--- config.mk ---
export PLATFORM = sky130hd
export DESIGN_NAME = pilot_stick_command_state_machine
export DESIGN_NICKNAME = d
export VERILOG_FILES = /design/src/sv/psc_pkg.sv /design/src/sv/psc_cfg.sv /design/src/sv/psc_logic.sv /design/src/sv/pilot_stick_command_state_machine.sv
export SDC_FILE = /design/constraint.sdc
export NUM_CORES = 1
export LEC_CHECK = 0
export BUFFER_PORTS_ARGS = -buffer_cell sky130_fd_sc_hd__buf_2
export CAP_MARGIN = 5
export CORE_MARGIN = 4
export CORE_UTILIZATION = 42
export CTS_BUF_LIST = sky130_fd_sc_hd__clkbuf_8
export DETAILED_ROUTE_END_ITERATION = 10
export MAX_ROUTING_LAYER = met4
export PLACE_DENSITY = 0.75
export SYNTH_ARGS = -nofsm -noshare
export SYNTH_HDL_FRONTEND = slang
export SYNTH_SLANG_ARGS = --single-unit
--- constraint.sdc ---
create_clock -name clk -period 4.6 [get_ports clk]
set_input_delay 0.23 -clock clk [delete_from_list [all_inputs] [get_ports clk]]
set_output_delay 0.23 -clock clk [all_outputs]
set_load 0.005 [all_outputs]
--- src/sv/psc_pkg.sv ---
// Shared types, codes and constants of the pilot stick command state machine.
package psc_pkg;

    localparam int unsigned StickWidth  = 12;
    localparam int unsigned BaroWidth   = 24;
    localparam int unsigned SonarWidth  = 10;
    localparam int unsigned CfgIdxWidth = 2;

    localparam int unsigned InDataWidth  = 120;
    localparam int unsigned OutDataWidth = 64;

    localparam logic [StickWidth-1:0] SwitchOnBelow = 12'd1750;
    localparam logic [StickWidth-1:0] ModeAttAbove  = 12'd1500;

    localparam logic [StickWidth-1:0] StickLowReset  = 12'd1100;
    localparam logic [StickWidth-1:0] StickHighReset = 12'd1900;
    localparam logic [StickWidth-1:0] ArmedThrReset  = 12'd1150;

    localparam logic [CfgIdxWidth-1:0] CfgStickLow  = 2'd0;
    localparam logic [CfgIdxWidth-1:0] CfgStickHigh = 2'd1;
    localparam logic [CfgIdxWidth-1:0] CfgArmedThr  = 2'd2;

    localparam logic [1:0] HoldOff   = 2'd0;
    localparam logic [1:0] HoldOn    = 2'd1;
    localparam logic [1:0] HoldPanic = 2'd2;

    localparam logic [1:0] MotorNone     = 2'd0;
    localparam logic [1:0] MotorArmed    = 2'd1;
    localparam logic [1:0] MotorDisarmed = 2'd2;

    typedef struct packed {
        logic [StickWidth-1:0] stick_low;
        logic [StickWidth-1:0] stick_high;
        logic [StickWidth-1:0] armed_thr;
    } cfg_t;

    typedef struct packed {
        logic                  panic_set;
        logic [SonarWidth-1:0] sonar_range;
        logic signed [BaroWidth-1:0] baro_altitude;
        logic [StickWidth-1:0] landing_switch;
        logic [StickWidth-1:0] hold_switch;
        logic [StickWidth-1:0] mode_switch;
        logic [StickWidth-1:0] yaw_stick;
        logic [StickWidth-1:0] pitch_stick;
        logic [StickWidth-1:0] roll_stick;
        logic [StickWidth-1:0] throttle_stick;
    } frame_t;

    typedef struct packed {
        logic                  armed;
        logic                  safety_latch;
        logic                  flying;
        logic                  prev_mode;
        logic [1:0]            hold_state;
        logic                  hold_captured;
        logic                  landing_state;
        logic                  landing_captured;
        logic signed [BaroWidth-1:0] baro_target;
        logic [SonarWidth-1:0] sonar_target;
        logic [StickWidth-1:0] hold_throttle;
    } state_t;

    typedef struct packed {
        logic [StickWidth-1:0] hold_throttle_out;
        logic [SonarWidth-1:0] sonar_target_out;
        logic signed [BaroWidth-1:0] baro_target_out;
        logic                  hold_pid_reset;
        logic                  autoland_active;
        logic [1:0]            hold_state_out;
        logic                  zero_integral_request;
        logic                  calibrate_request;
        logic [1:0]            motor_event;
        logic                  attitude_mode;
        logic                  in_flight;
        logic                  armed;
    } result_t;

endpackage

--- src/sv/psc_cfg.sv ---
// Threshold configuration registers.
module psc_cfg
    import psc_pkg::*;
(
    input  logic                   clk,
    input  logic                   rst_n,
    input  logic                   cfg_valid,
    input  logic [CfgIdxWidth-1:0] cfg_index,
    input  logic [StickWidth-1:0]  cfg_data,
    output cfg_t                   cfg
);

    cfg_t cfg_reg;

    always_ff @(posedge clk or negedge rst_n)
    begin
        if (!rst_n)
        begin
            cfg_reg.stick_low  <= StickLowReset;
            cfg_reg.stick_high <= StickHighReset;
            cfg_reg.armed_thr  <= ArmedThrReset;
        end
        else if (cfg_valid)
        begin
            unique case (cfg_index)
                CfgStickLow:  cfg_reg.stick_low  <= cfg_data;
                CfgStickHigh: cfg_reg.stick_high <= cfg_data;
                CfgArmedThr:  cfg_reg.armed_thr  <= cfg_data;
                default:
                begin
                end
            endcase
        end
    end

    assign cfg = cfg_reg;

endmodule

--- src/sv/psc_logic.sv ---
// Per-frame stick command, mode, hold and landing logic.
module psc_logic
    import psc_pkg::*;
(
    input  cfg_t    cfg,
    input  frame_t  frame,
    input  state_t  state,
    output state_t  state_next,
    output result_t result
);

    always_comb
    begin
        state_t     s;
        logic [1:0] ev;
        logic       calib;
        logic       zero_int;
        logic       pid_reset;
        logic       att;
        logic       capture;

        s         = state;
        ev        = MotorNone;
        calib     = 1'b0;
        zero_int  = 1'b0;
        pid_reset = 1'b0;
        capture   = 1'b0;

        if (frame.panic_set)
        begin
            s.hold_state = HoldPanic;
        end

        if (frame.throttle_stick < cfg.stick_low)
        begin
            if (frame.yaw_stick < cfg.stick_low && s.armed)
            begin
                ev       = MotorDisarmed;
                s.armed  = 1'b0;
                s.flying = 1'b0;
            end
            if (frame.yaw_stick < cfg.stick_low && frame.roll_stick > cfg.stick_high &&
                frame.pitch_stick < cfg.stick_low)
            begin
                calib    = 1'b1;
                zero_int = 1'b1;
            end
            if (frame.yaw_stick > cfg.stick_high && !s.armed && s.safety_latch)
            begin
                ev       = MotorArmed;
                s.armed  = 1'b1;
                zero_int = 1'b1;
            end
            if (frame.yaw_stick > cfg.stick_low)
            begin
                s.safety_latch = 1'b1;
            end
        end

        if (!s.flying && s.armed && frame.throttle_stick > cfg.armed_thr)
        begin
            s.flying = 1'b1;
        end

        att = frame.mode_switch > ModeAttAbove;
        if (att != s.prev_mode)
        begin
            zero_int    = 1'b1;
            s.prev_mode = att;
        end

        if (frame.hold_switch < SwitchOnBelow)
        begin
            if (s.hold_state != HoldPanic)
            begin
                if (!s.hold_captured)
                begin
                    capture         = 1'b1;
                    s.hold_captured = 1'b1;
                end
                s.hold_state = HoldOn;
            end
        end
        else
        begin
            s.hold_captured = 1'b0;
            s.hold_state    = HoldOff;
        end

        if (frame.landing_switch < SwitchOnBelow)
        begin
            if (s.hold_state != HoldPanic)
            begin
                if (!s.landing_captured)
                begin
                    s.landing_state    = 1'b1;
                    capture            = 1'b1;
                    s.landing_captured = 1'b1;
                end
                s.hold_state = HoldOn;
            end
        end
        else
        begin
            s.landing_state    = 1'b0;
            s.landing_captured = 1'b0;
            if (frame.hold_switch > SwitchOnBelow)
            begin
                s.hold_state    = HoldOff;
                s.hold_captured = 1'b0;
            end
        end

        if (capture)
        begin
            pid_reset       = 1'b1;
            s.baro_target   = frame.baro_altitude;
            s.sonar_target  = frame.sonar_range;
            s.hold_throttle = frame.throttle_stick;
        end

        state_next = s;

        result.armed                 = s.armed;
        result.in_flight             = s.flying;
        result.attitude_mode         = att;
        result.motor_event           = ev;
        result.calibrate_request     = calib;
        result.zero_integral_request = zero_int;
        result.hold_state_out        = s.hold_state;
        result.autoland_active       = s.landing_state;
        result.hold_pid_reset        = pid_reset;
        result.baro_target_out       = s.baro_target;
        result.sonar_target_out      = s.sonar_target;
        result.hold_throttle_out     = s.hold_throttle;
    end

endmodule

--- src/sv/pilot_stick_command_state_machine.sv ---
// Top level of the pilot stick command state machine.
// The block takes one receiver frame per clock while results are taken, and returns one
// result item for each frame: a frame is first captured in an input register, then the
// stick, mode, hold and landing logic updates the flight state and loads the result
// register in a single pass. While a result waits, the input register can still take
// one more frame; after that the input stalls until the result is taken. The user must
// write thresholds through the configuration channel only while no frame is in progress;
// the block itself does not enforce this.
module pilot_stick_command_state_machine
    import psc_pkg::*;
(
    input  logic                    clk,
    input  logic                    rst_n,
    // Fields from bit 0: throttle_stick, roll_stick, pitch_stick, yaw_stick,
    // mode_switch, hold_switch, landing_switch, baro_altitude, sonar_range,
    // panic_set, zero fill.
    input  logic [InDataWidth-1:0]  s_tdata,
    input  logic                    s_tvalid,
    output logic                    s_tready,
    // Fields from bit 0: armed, in_flight, attitude_mode, motor_event,
    // calibrate_request, zero_integral_request, hold_state_out,
    // autoland_active, hold_pid_reset, baro_target_out, sonar_target_out,
    // hold_throttle_out, zero fill.
    output logic [OutDataWidth-1:0] m_tdata,
    output logic                    m_tvalid,
    input  logic                    m_tready,
    input  logic                    cfg_valid,
    output logic                    cfg_ready,
    input  logic [CfgIdxWidth-1:0]  cfg_index,
    input  logic [StickWidth-1:0]   cfg_data
);

    localparam int unsigned FrameBits  = $bits(frame_t);
    localparam int unsigned ResultBits = $bits(result_t);

    cfg_t    cfg;
    frame_t  frame_reg;
    logic    in_valid_reg;
    logic    in_valid_next;
    state_t  state_reg;
    state_t  state_next;
    result_t result_next;
    result_t result_reg;
    logic    out_valid_reg;
    logic    out_valid_next;
    logic    advance;
    logic    in_accept;

    psc_cfg u_cfg (
        .clk       (clk),
        .rst_n     (rst_n),
        .cfg_valid (cfg_valid),
        .cfg_index (cfg_index),
        .cfg_data  (cfg_data),
        .cfg       (cfg)
    );

    psc_logic u_logic (
        .cfg        (cfg),
        .frame      (frame_reg),
        .state      (state_reg),
        .state_next (state_next),
        .result     (result_next)
    );

    assign cfg_ready = 1'b1;
    assign advance   = in_valid_reg && (!out_valid_reg || m_tready);
    assign s_tready  = !in_valid_reg || advance;
    assign in_accept = s_tvalid && s_tready;

    always_comb
    begin
        in_valid_next = in_valid_reg;
        if (in_accept)
        begin
            in_valid_next = 1'b1;
        end
        else if (advance)
        begin
            in_valid_next = 1'b0;
        end

        out_valid_next = out_valid_reg;
        if (advance)
        begin
            out_valid_next = 1'b1;
        end
        else if (m_tready)
        begin
            out_valid_next = 1'b0;
        end
    end

    always_ff @(posedge clk or negedge rst_n)
    begin
        if (!rst_n)
        begin
            in_valid_reg  <= 1'b0;
            out_valid_reg <= 1'b0;
            state_reg     <= '0;
        end
        else
        begin
            in_valid_reg  <= in_valid_next;
            out_valid_reg <= out_valid_next;
            if (advance)
            begin
                state_reg <= state_next;
            end
        end
    end

    always_ff @(posedge clk)
    begin
        if (in_accept)
        begin
            frame_reg <= frame_t'(s_tdata[FrameBits-1:0]);
        end
        if (advance)
        begin
            result_reg <= result_next;
        end
    end

    assign m_tvalid = out_valid_reg;
    assign m_tdata  = {{(OutDataWidth - ResultBits){1'b0}}, result_reg};

    a_flight_needs_arm: assert property (@(posedge clk) disable iff (!rst_n)
        m_tvalid && result_reg.in_flight |-> result_reg.armed)
        else $error("in_flight reported while disarmed");

    a_arm_event: assert property (@(posedge clk) disable iff (!rst_n)
        m_tvalid && result_reg.motor_event == MotorArmed
        |-> result_reg.armed && result_reg.zero_integral_request)
        else $error("arming event without armed state and integrator reset");

    a_calib_zero: assert property (@(posedge clk) disable iff (!rst_n)
        m_tvalid && result_reg.calibrate_request |-> result_reg.zero_integral_request)
        else $error("calibration without integrator reset");

    a_landing_hold: assert property (@(posedge clk) disable iff (!rst_n)
        m_tvalid && result_reg.autoland_active |-> result_reg.hold_state_out != HoldOff)
        else $error("auto landing active with hold off");

    a_state_moves_with_item: assert property (@(posedge clk) disable iff (!rst_n)
        !advance |=> $stable(state_reg))
        else $error("flight state changed without a frame");

endmodule

==> results by stage, run 1 <==
Outcome:
- The run finished with clean final reports.

Timing:
- Setup repair after global routing left no endpoint under its margin.
- The count of endpoints failing hold in the final timing report came to 0.
- The count of final max-slew check failures is 0.
- The period utilization is 63.7%.
- For the pin with the worst max-slew slack, the measured transition is 0.996 ns.
- Summed over all failing endpoints, the final setup total negative slack is 0 ns.
- The final clock skew is 0.0249 ns.
- The max-slew headroom at the worst pin is 33.6%.
- The final count of negative-setup-slack endpoints is 0.
- The minimum clock period is 2.93 ns.
- The top achievable clock speed is 341 MHz.

Yosys:
- The synthesized cell area is 11500 um^2.
- By area the synthesized netlist is led by sky130_fd_sc_hd__edfxtp_1 (45%), sky130_fd_sc_hd__dfrtp_1 (16%), sky130_fd_sc_hd__mux2_4 (7.8%).
- The top cell type by area accounts for 45.3% of the synthesized area.
- Sequential cells were found to cover 65.7% of the synthesized design area.
- The number of flops mapped to enable cells by yosys is 174.
- The largest family of logic cells by synthesized area is multiplexers.
- The proportion of synthesized flip-flops having asynchronous set or reset is 34.8%.
- The synthesized design contains 267 register bits.
- The XOR/XNOR share of the synthesized area is 0.0760%.
- In the synthesized netlist, mux cells make up 13.6% of the area.
- The most frequently used flop master after synthesis is sky130_fd_sc_hd__edfxtp_1.
- Yosys printed 0 warnings.
- The post-synthesis simple-gate area fraction is 4.11%.
- The synthesized netlist devotes 7.60% of its cell area to adder and majority cells.
- The average instance in the mapped netlist occupies 16.0 um^2.
- The compound-gate portion of the synthesized area is 5.35%.
- Counting distinct cell types in the post-synthesis netlist gives 58.
- Summed over all instances, the cell type with the most area after synthesis is sky130_fd_sc_hd__edfxtp_1.
- The post-synthesis cell count is 722.

Global route:
- The wire length of the first global-routing pass is 42000 um.
- The via count of the first global-routing pass is 7841.
- The number of antenna violations at the first check in global routing was 1.
- Global routing used 17.9% of the available tracks across all layers.
- The maximum number of pins on one net before global-route repair is 67.
- The leftover overflow at the end of global routing is 0.

Finish:
- The final core utilization is 55.6%.
- Leaving out fill and tap cells, the most frequent cells in the layout are sky130_fd_sc_hd__buf_2 (193), sky130_fd_sc_hd__edfxtp_1 (174), sky130_fd_sc_hd__dlygate4sd3_1 (133).
- The ratio of cells with drive above 1 in the final layout is 34.8%.
- The number of nets in the final layout is 1294.
- The most common cell after layout, fill and taps aside is sky130_fd_sc_hd__buf_2.
- The number of flip-flops under the largest register name is 117.
- The post-synthesis to final-layout area growth is 30.0%.

Placement:
- The total of buffers placed on input and output ports is 194.
- The HPWL after detailed placement is 16600 um.
- Routability-driven placement finished with a final weighted congestion of 0.828.

Worst setup path:
- In this run the worst path has a maximum fanout of 46.
- STA classifies the critical path startpoint as a flop.
- The endpoint arrival time on the critical path is 3.36 ns.
- Traced cell by cell, the critical path runs through a21o_1, a21oi_1, o21bai_1, a311oi_1, o211a_4, mux2_2.
- The dominant delay contributor by cell family on the critical path is compound AO/OA/AOI/OAI gates.
- The worst setup path category is reg -> reg.
- For this run, the slowest stage of the critical path takes 0.90 ns.
- On the critical path, the stage with the largest delay is an instance of sky130_fd_sc_hd__o211a_4.
- The number of buffer and inverter instances along the worst setup path is 0.
- STA classifies the critical path endpoint as a flop.
- STA puts the critical path data required time at 5.03 ns.

Routing:
- The detailed-router iteration count before antenna repair is 6.
- Summed over all layers, the routed wires come to 26400 um.
- After detailed routing, the number of remaining DRC violations is 0.
- In the routed layout, each cell is associated on average with a via count of 4.94.
- Detailed routing inserted a total of 7234 vias.
- The detail route stage leaves a number of antenna-violating nets equal to 0.
- Dividing the detail-routed wire length by the instance count gives 18.0 um.
- For this block, the initial DRC count from the detailed router was 383.

Clock network:
- TritonCTS built the clock tree.
- After clock tree synthesis, the setup repair step added 0 buffers.
- The clock passes through at most 3 buffers.
- The number of clock sinks is 267.
- The root buffer cell is sky130_fd_sc_hd__clkbuf_8.
- The clock-pin slew on the worst setup and hold paths is 0.06 ns.
- Counting the buffers created by CTS gives 45.
- The H-tree was split into 2 levels.
- Clock latency on the worst-skew pair, taken at its later pin, is 0.56 ns.

Job:
- The tool flagged a number of max-cap violations equal to 0.

Die:
- The die is 174 um wide.
- The floorplan step set the die height to 174 um.
- During I/O placement, the number of pins put on the boundary was 206.
- The floorplan step defined a die boundary enclosing 30200 um^2.
- The effective utilization at floorplan is 42.8%.
- The site row count is 60.
- The floorplan step defined a core boundary enclosing 27000 um^2.

Power and ir drop:
- The power density normalized to cell area is 450 nW/um^2.
- The largest vdd supply drop is 0.270 mV.
- The analysis attributes to cell leakage a power of 6.47 nW.

Hold path:
- In this run the worst hold path is classified as in -> reg.
-- per-stage QoR --
stage | hold WS [ns] | total power [mW] | instances | instance area [um^2] | worst slack [ns]
2_1_floorplan | -0.0656 | 4.27 | 728 | 11500 | 0.851
3_3_place_gp | 0.322 | 4.62 | 1246 | 12800 | 1.67
3_5_place_dp | 0.327 | 4.69 | 1246 | 12800 | 1.66
4_1_cts | 0.139 | 6.81 | 1463 | 15000 | 1.65
5_1_grt | 0.196 | 7.13 | 1464 | 15000 | 1.49
6_report | 0.182 | 6.74 | 1464 | 15000 | 1.67
-- synth_stat cells, drive strengths merged (7+ instances only) --
| library cell | count |
|---|---|
| mux2 | 118 |
| nand4 | 8 |
| nor2 | 18 |
| a21o | 7 |
| o21ai | 24 |
| buf | 20 |
| nand2b | 7 |
| ha | 70 |
| inv | 48 |
| a21oi | 27 |
| nand2 | 29 |
| edfxtp | 174 |
| dfrtp | 75 |
| nand3 | 11 |
| dfstp | 18 |
-- where the power goes --
| group | internal [mW] | switching, mW | total, mW |
|---|---|---|---|
| clock network | 1.07 | 0.942 | 2.01 |
| registers | 3.10 | 0.207 | 3.30 |
| logic | 0.813 | 0.617 | 1.43 |
| total | 4.97 | 1.77 | 6.74 |
-- final cells by class --
class	count	area, um^2
repair buffers	333	2350
clock buffers	47	647
flip-flops and latches	267	7570
inverters	48	180
clock inverters	37	210
well taps	341	427
multi-input cells	390	3600
diodes	1	2.50
fillers	2163	12000
-- worst min-delay path, delay by kind of cell --
kind	cells	cell delay [ns]
buffers and inverters	2	0.29
AND/OR/NAND/NOR	2	0.13
AO/OA/AOI/OAI	1	0.07
-- what timing repair did --
| action | in CTS | in global routing |
|---|---|---|
| hold buffers | 133 | 0 |
| endpoints found under the setup margin | 0 | 0 |
| resized for setup | 0 | 0 |
| hold endpoints to repair | 192 | 0 |
-- path summary, 6_finish.rpt --
kind	startpoint	endpoint	slack (ns)	depth (start not counted)
worst max-delay path	frame_reg[73]	state_reg[1]	1.67	6
worst min-delay path	cfg_index[0]	u_cfg.cfg[34]	0.18	5
worst max register to register	frame_reg[73]	state_reg[1]	1.67	6
worst min register to register	state_reg[53]	state_reg[53]	0.48	1
max in group asynchronous	rst_n	state_reg[52]	3.19	3
min in group asynchronous	rst_n	u_cfg.cfg[29]	0.28	2
-- routing by layer --
| layer | vias up | share of wire [%] | track usage, % |
|---|---|---|---|
| li1 | 3424 | - | - |
| met1 | 3536 | 43 | 22.0 |
| met2 | 218 | 50 | 30.0 |
| met3 | 56 | 4.6 | 3.25 |
| met4 | 0 | 3.0 | 6.50 |
| met5 | - | 0 | - |
-- cells by family (layout without fill, tap and decap cells) --
family          after synthesis  after routing
fa+ha+maj                    70             70
buf+inv                      71            465
simple gates                 95             95
xor+xnor                      1              1
mux                         119            119
flops                       267            267
compound gates               97             97
other cells                   2              9
No activity file was read; power rests on OpenSTA's default activity.
==> run 2: changes to the inputs <==
- ABC_AREA: not set -> 1
- clock period: 4.6 -> 3 ns (I/O delays scaled with it)
==> run 2 against run 1 <==
Total power up 65%. Worst setup slack worse by 1.0 ns. Largest cell class unchanged. Die area up 4.5%. Highest routed layer unchanged. Largest power group unchanged. Worst hold slack better by 0.12 ns. Cell count up 31%.
==> results by stage, run 2 <==
Worst setup path:
- On the critical path, the stage with the largest delay is an instance of sky130_fd_sc_hd__dfstp_2.
- The kind of launch point of the worst setup path is a flop.
- The most numerous cell on the critical path is sky130_fd_sc_hd__nand2_1.
- Of all nets on the critical path, the largest fanout is 4.
- The critical path goes through inv_1, ha_1, nand4_1, nor2_1, nand2_1, nand3_1, nand2_1, nand3_1, nand2_1, nand2_1, nand2_1.
- The worst path required time is 3.30 ns.
- The worst setup path category is reg -> reg.
- Data on the critical path arrives at its endpoint at 2.63 ns.
- The type of element capturing the critical path is a flop.
- The biggest cell delay along the critical path is 0.53 ns.

Yosys:
- In the synthesized netlist the async set-or-reset flop fraction comes to 34.8%.
- Counting instances in the post-synthesis netlist gives the leading cell types as sky130_fd_sc_hd__nand2_1 (274), sky130_fd_sc_hd__inv_1 (187), sky130_fd_sc_hd__edfxtp_1 (174).
- sky130_fd_sc_hd__edfxtp_1 takes more of the synthesized area than any other cell.
- The synthesized netlist occupies a cell area of 12100 um^2.
- In the synthesized netlist the dominant register cell turns out to be sky130_fd_sc_hd__edfxtp_1.
- The sequential area share after synthesis is 62.7%.
- The flip-flop and latch count after synthesis is 267.
- sky130_fd_sc_hd__nand2_1 is the most common cell in the netlist.
- Yosys printed 0 warnings.
- By area the synthesized netlist is led by sky130_fd_sc_hd__edfxtp_1 (43%), sky130_fd_sc_hd__dfrtp_1 (16%), sky130_fd_sc_hd__nand2_1 (8.5%).
- In this run, distinct cell masters in the synthesized netlist total 39.
- Counting flops with a built-in enable in the synthesized netlist gives 174.
- The top-area cell type share of the netlist area is 43.3%.
- The post-synthesis cell count is 1141.
- In this run the mean area of a mapped cell was 10.6 um^2.

Die:
- The area of the core is 28100 um^2.
- The die boundary width is 178 um.
- The initialized floorplan defines 61 standard-cell rows.
- The I/O pin count is 206.
- The initial utilization of the core area, before any placement, comes to 43.0%.
- The die area is 31500 um^2.
- The chip height is 178 um.

Finish:
- Once layout is complete, the utilization of the core stands at 55.6%.
- After the flow finishes, the layout carries non-filler instances totaling 1911.
- Leaving out fill and tap cells, the most frequent cells in the layout are sky130_fd_sc_hd__nand2_1 (272), sky130_fd_sc_hd__inv_1 (203), sky130_fd_sc_hd__buf_2 (193).
- The total of fill cells in the finished design is 2295.
- The register with the most flip-flops in the layout has 117 of them.
- In the final layout, the share of cells above drive strength 1 is 19.3%.
- Once layout is done, the placed cells without fillers occupy 15600 um^2.
- The number of nets in the final layout is 1702.
- Leaving out fill and tap cells, the most frequent cell in the layout is sky130_fd_sc_hd__nand2_1.
- From synthesis to final layout, the design area changed by 29.4%.

Timing:
- The final sum of negative setup slack is 0 ns.
- For the pin with the worst max-slew slack, the measured transition is 1.11 ns.
- The minimum clock period is 2.34 ns.
- After layout, the worst path uses 77.9% of the clock period.
- Headroom to the max-slew limit came out at 26.0%.
- The count of final max-slew check failures is 0.
- Across the routed clock network, the largest skew measured is 0.0180 ns.
- Setup violations remaining at the end of the flow were counted as 0.
- The count of endpoints failing hold in the final timing report is 0.
- Setup repair after global routing left no endpoint under its margin.
- For this run, the top clock speed supported by timing is 428 MHz.

Global route:
- Entering global routing, the biggest net connects 83 pins.
- Global routing consumed, over all layers together, 18.7% of the routing resources.
- The via count of the first global-routing pass was 9116.
- The leftover overflow at the end of global routing is 0.
- The wire length of the first global-routing pass is 45900 um.
- The number of antenna violations at the first check in global routing is 1.

Power and ir drop:
- The power density normalized to cell area is 712 nW/um^2.
- The worst-case IR drop observed on VDD is 0.416 mV.
- The static leakage is 7.45 nW.

Clock network:
- The number of clock sinks is 267.
- The number of CTS-inserted buffers is 46.
- The root buffer cell is sky130_fd_sc_hd__clkbuf_8.
- The clock latency on the worst-skew pair is 0.55 ns.
- The H-tree depth is 2.
- No sink is reached through more buffers than the 3 on the longest clock path.
- Clock-pin slew was measured on the worst setup and hold paths at 0.06 ns.
- The CTS tree is built.

Routing:
- The detailed router placed 9124 vias in this run.
- The detailed router finished its first iteration with 528 violations.
- In the routed design, unresolved DRC markers number 0.
- The average detailed-routed wire length per instance is 15.0 um.
- Dividing the detail-routed via count by the number of cells gives 4.77.
- The final layout contains routed wiring with a total length of 28700 um.
- The remaining antenna violation count after routing is 0.
- The pre-antenna-repair detailed-routing pass consisted of 5 iterations.

Placement:
- Once placement finished, the instance area stood at 13400 um^2.
- The final estimated routing congestion in global placement is 0.857.
- The total of buffers placed on input and output ports is 194.
- The wire-length estimate of the detail-placed layout is 18000 um.
- In this run, placement finished with an instance count of 1690.

Job:
- The number of max-cap violations is 0.

Hold path:
- In this run the worst hold path is classified as in -> reg.

Outcome:
- The run finished with clean final reports.
## run 2: report_power, final
part | total [mW] | switching (mW) | internal [mW]
clock network | 3.19 | 1.46 | 1.74
logic | 2.69 | 1.58 | 1.11
registers | 5.24 | 0.346 | 4.90
total | 11.1 | 3.38 | 7.75
## run 2: per-stage QoR
| step | hold slack (ns) | total power [mW] | setup WS (ns) |
|---|---|---|---|
| CTS | 0.259 | 11.2 | 0.624 |
| global route | 0.268 | 11.9 | 0.430 |
| global placement | 0.326 | 7.70 | 0.669 |
| floorplan | -0.146 | 7.00 | 0.257 |
| detailed placement | 0.328 | 7.85 | 0.638 |
| finish | 0.304 | 11.1 | 0.663 |
## run 2: worst paths after layout
kind | to | slack (ns) | from | cells past startpoint
hold / removal | frame_reg[42] | 0.30 | s_tdata[42] | 2
max in group asynchronous | state_reg[23] | 1.89 | rst_n | 3
setup / recovery | m_tdata[1] | 0.66 | u_cfg.cfg[34] | 11
setup reg to reg | m_tdata[1] | 0.66 | u_cfg.cfg[34] | 11
min in group asynchronous | state_reg[32] | 0.33 | rst_n | 2
hold reg to reg | state_reg[45] | 0.47 | state_reg[45] | 2
## run 2: routing by layer
layer | GRT usage [%] | vias up | part of all wire [%]
li1 | - | 4436 | -
met5 | - | - | 0
met1 | 23.3 | 4275 | 42
met3 | 3.64 | 92 | 6.4
met4 | 7.15 | 0 | 3.4
met2 | 30.6 | 321 | 48
## run 2: critical path: cells and delay by family, from the launching register on
family                   cells  cell delay (ns)
adder cells (fa/ha/maj)      1             0.30
flip-flops                   1             0.53
AND/OR/NAND/NOR              9             1.18
buffers and inverters        1             0.08
## run 2: area by class of cell
class | count | area (um^2) | area share (%)
antenna | 2 | 5.00 | 0.0320
multi-input combinational | 651 | 3550 | 22.7
sequential | 267 | 7570 | 48.5
clock inverter | 35 | 200 | 1.28
clock buffer | 51 | 702 | 4.49
tap | 378 | 473 | 3.03
inverter | 189 | 716 | 4.58
timing repair buffer | 338 | 2410 | 15.4
## run 2: kinds of logic after synthesis
| kind of cell | synth area share (%) |
|---|---|
| AO/OA/AOI/OAI | 4.17 |
| AND/OR/NAND/NOR | 17.7 |
| buffers and inverters | 8.13 |
| adder cells (fa/ha/maj) | 7.25 |
| other | 0.0622 |
| flip-flops | 62.7 |
## run 2: repair_timing
item,4_1_cts,5_1_grt
buffers inserted,0,0
hold endpoints to repair,217,0
setup endpoints to repair,0,0
gates resized for setup,0,0
hold buffers,133,0
==> run 3: changes to the inputs <==
- PLACE_DENSITY: 0.75 -> 0.77
- clock period: 3 -> 1.9 ns (I/O delays scaled with it)
==> run 3 against run 2 <==
The run now ends with negative setup slack left. Sequential cell count stayed put. Critical path depth is 5 higher. Combinational power is 120% higher. Largest cell class unchanged.
==> results by stage, run 3 (synthesis results as in run 2) <==
Timing:
- The top achievable clock speed is 464 MHz.
- After layout, the worst path uses 113% of the clock period.
- The count of endpoints failing hold in the final timing report is 0.
- The max-slew headroom at the worst pin is 46.6%.
- The final count of negative-setup-slack endpoints is 73.
- The final sum of negative setup slack is -7.43 ns.
- Setup repair after global routing could not meet its margin everywhere.
- The minimum clock period is 2.15 ns.
- The count of final max-slew check failures is 0.
- The slack of the critical path is -0.254 ns.
- The worst-margin pin slew is 0.799 ns.
- The final clock skew is 0.0370 ns.

Routing:
- The remaining antenna violation count after routing is 0.
- The post-detailed-routing wire length is 33500 um.
- The ratio of routed vias to standard cells is 4.96.
- In this run, the number of DRC markers left after iteration 0 of detailed routing was 862.
- Across all layers, the routed design uses 9787 vias.
- The average detailed-routed wire length per instance is 17.0 um.
- The first TritonRoute pass finished after 6 iterations.
- The final routed DRC violation total is 0.

Die:
- The die area is 31500 um^2.
- After floorplanning, the core was sized to cover 28100 um^2.
- For this configuration, the core starts out at a cell density of 43.0%.
- The die boundary width is 178 um.
- The site row count is 61.
- The chip height is 178 um.
- 206 I/O pins were placed.

Placement:
- After detailed placement, the total cell area comes to 13900 um^2.
- Routability-driven placement finished with a final weighted congestion of 0.861.
- The wire-length estimate of the detail-placed layout is 19200 um.
- The post-placement setup slack is -0.189 ns.
- The total of buffers placed on input and output ports is 194.
- The instance count after placement with tap cells included is 1741.

Power and ir drop:
- The internal power of the cells totals 13.0 mW.
- In this run switching power makes up 32.1% of total power.
- The combinational group share of total power is 31.0%.
- The static leakage is 7.97 nW.
- The analysis attributes to net switching a power of 6.13 mW.
- IR analysis of the VDD net gives a maximum drop of 0.599 mV.
- Power comes to 19.1 mW.
- Sequential cells burn 43.6% of the power.
- The power density normalized to cell area is 1130 nW/um^2.
- The clock network is responsible for 25.5% of the overall power.

Finish:
- The multi-input combinational cells in the finished layout cover a total of 4200 um^2.
- Relative to the synthesized area, the layout overhead comes to 40.2%.
- The register area is 7570 um^2.
- The ratio of cells with drive above 1 in the final layout is 30.5%.
- The finished cells cover 16900 um^2.
- In the final design database the tool counted 1769 nets.
- The register with the most flip-flops in the layout has 117 of them.
- Leaving out fill and tap cells, the most frequent cell in the layout is sky130_fd_sc_hd__nand2_1.
- After filler insertion, the fill cell instance count of the layout stands at 2128.
- In the layout the commonest cells are sky130_fd_sc_hd__nand2_1 (225), sky130_fd_sc_hd__buf_2 (193), sky130_fd_sc_hd__inv_1 (192).
- For this run, the number of standard cells in the final layout without fillers is 1975.

Worst setup path:
- The worst setup path is launched from a flop.
- STA puts the critical path data required time at 2.40 ns.
- The endpoint arrival time on the critical path is 2.65 ns.
- The worst setup path category is reg -> reg.
- Of all nets on the critical path, the largest fanout is 3.
- STA classifies the critical path endpoint as a flop.

Clock network:
- The CTS tree is built.
- The H-tree depth is 2.
- The number of clock sinks is 267.
- Clock tree synthesis selected as its root buffer the cell sky130_fd_sc_hd__clkbuf_8.
- At the later pin of the worst-skew pair, clock insertion delay measures 0.56 ns.
- The clock passes through at most 3 buffers.
- The number of clock buffers added by TritonCTS is 46.
- The clock-pin slew on the worst setup and hold paths is 0.06 ns.

Job:
- The number of max-cap violations is 0.

Global route:
- Global routing used 33.8% of the available met2 tracks.
- For this run, global-route usage on met1 was measured as 24.5%.
- The leftover overflow at the end of global routing is 0.
- Global routing consumed, on the met3 layer, 3.58% of the routing resources.
- The global-route total usage across every layer is 20.4%.
- The first global-routing pass estimated 49900 um of wire.
- The number of antenna violations at the first check in global routing is 1.
- The via count of the first global-routing pass is 9959.
- The maximum number of pins on one net before global-route repair is 80.
- In this run the most used layer during global routing was met2.

Outcome:
- The run finished, with violations left.
- The final reports fail on negative setup slack.

Hold path:
- The classification of the worst-slack hold path is in -> reg.
## run 3: cell count changes in the layout (fill, tap and decap cells not counted), sizes merged
cell	before	now
buf	205	268
bufinv	2	1
clkbuf	51	53
clkinvlp	2	1
diode	2	1
dlygate4sd3	133	134
inv	207	208
## run 3: final cells by class
cell class,count,area share (%)
Antenna cell,1,0.0148
Clock buffer,50,4.07
Clock inverter,34,0.961
Inverter,189,4.27
Multi-Input combinational cell,651,24.8
Sequential cell,267,44.7
Tap cell,378,2.79
Timing Repair Buffer,405,18.4
## run 3: layer usage
| layer | vias up | part of all wire, % | wire length, um |
|---|---|---|---|
| met1 | 4573 | 39 | 13100 |
| met5 | - | 0 | 0 |
| met3 | 165 | 6.5 | 2170 |
| met4 | 0 | 5.1 | 1700 |
| li1 | 4566 | - | - |
| met2 | 483 | 49 | 16500 |
## run 3: power by group through the flow
stage / Sequential [mW] / Combinational (mW) / Clock, mW
floorplan: 8.29 / 2.77 / 0
global placement: 8.33 / 4.15 / 0
detailed placement: 8.38 / 4.36 / 0
CTS: 8.29 / 4.84 / 4.97
global route: 8.44 / 6.55 / 5.27
finish: 8.33 / 5.92 / 4.87
## run 3: final timing paths
| check | startpoint | end | cells past startpoint | slack (ns) |
|---|---|---|---|---|
| max | u_cfg.cfg[18] | state_reg[52] | 16 | -0.25 |
| min | cfg_valid | u_cfg.cfg[4] | 5 | 0.08 |
| max reg2reg | u_cfg.cfg[18] | state_reg[52] | 16 | -0.25 |
| min reg2reg | state_reg[4] | state_reg[4] | 2 | 0.47 |
| max in group asynchronous | rst_n | state_reg[19] | 3 | 0.79 |
| min in group asynchronous | rst_n | state_reg[35] | 3 | 0.13 |
## run 3: repair_timing
item                                   CTS  global route
setup endpoints to repair               55            97
endpoints found under the hold margin  240             0
gates cloned                             1             3
gates resized for setup                 50           123
pin swaps                               30            26
hold buffers                           135             0
setup buffers                            3             9
## run 3: critical path, cell delays in order, from the launching register on
cell and delay (ns):
sky130_fd_sc_hd__dfstp_2 0.55, sky130_fd_sc_hd__inv_2 0.05, sky130_fd_sc_hd__ha_1 0.31, sky130_fd_sc_hd__nand2_1 0.11, sky130_fd_sc_hd__inv_1 0.09, sky130_fd_sc_hd__nand2_1 0.06
sky130_fd_sc_hd__nand2_1 0.08, sky130_fd_sc_hd__nand2_1 0.07, sky130_fd_sc_hd__nand2_1 0.07, sky130_fd_sc_hd__nor2_1 0.05, sky130_fd_sc_hd__nor2_2 0.20, sky130_fd_sc_hd__nand3_4 0.12
sky130_fd_sc_hd__nand2_2 0.08, sky130_fd_sc_hd__nand2_1 0.05, sky130_fd_sc_hd__nand2_1 0.07, sky130_fd_sc_hd__nand2_1 0.06, sky130_fd_sc_hd__nand2_1 0.06
## run 3: stage by stage
stage	hold WS [ns]	utilization (%)
detailed placement	-0.0367	49.3
global placement	-0.0367	49.3
global route	0.0663	60.3
floorplan	-0.201	-
finish	0.0802	60.3
CTS	0.0359	58.2
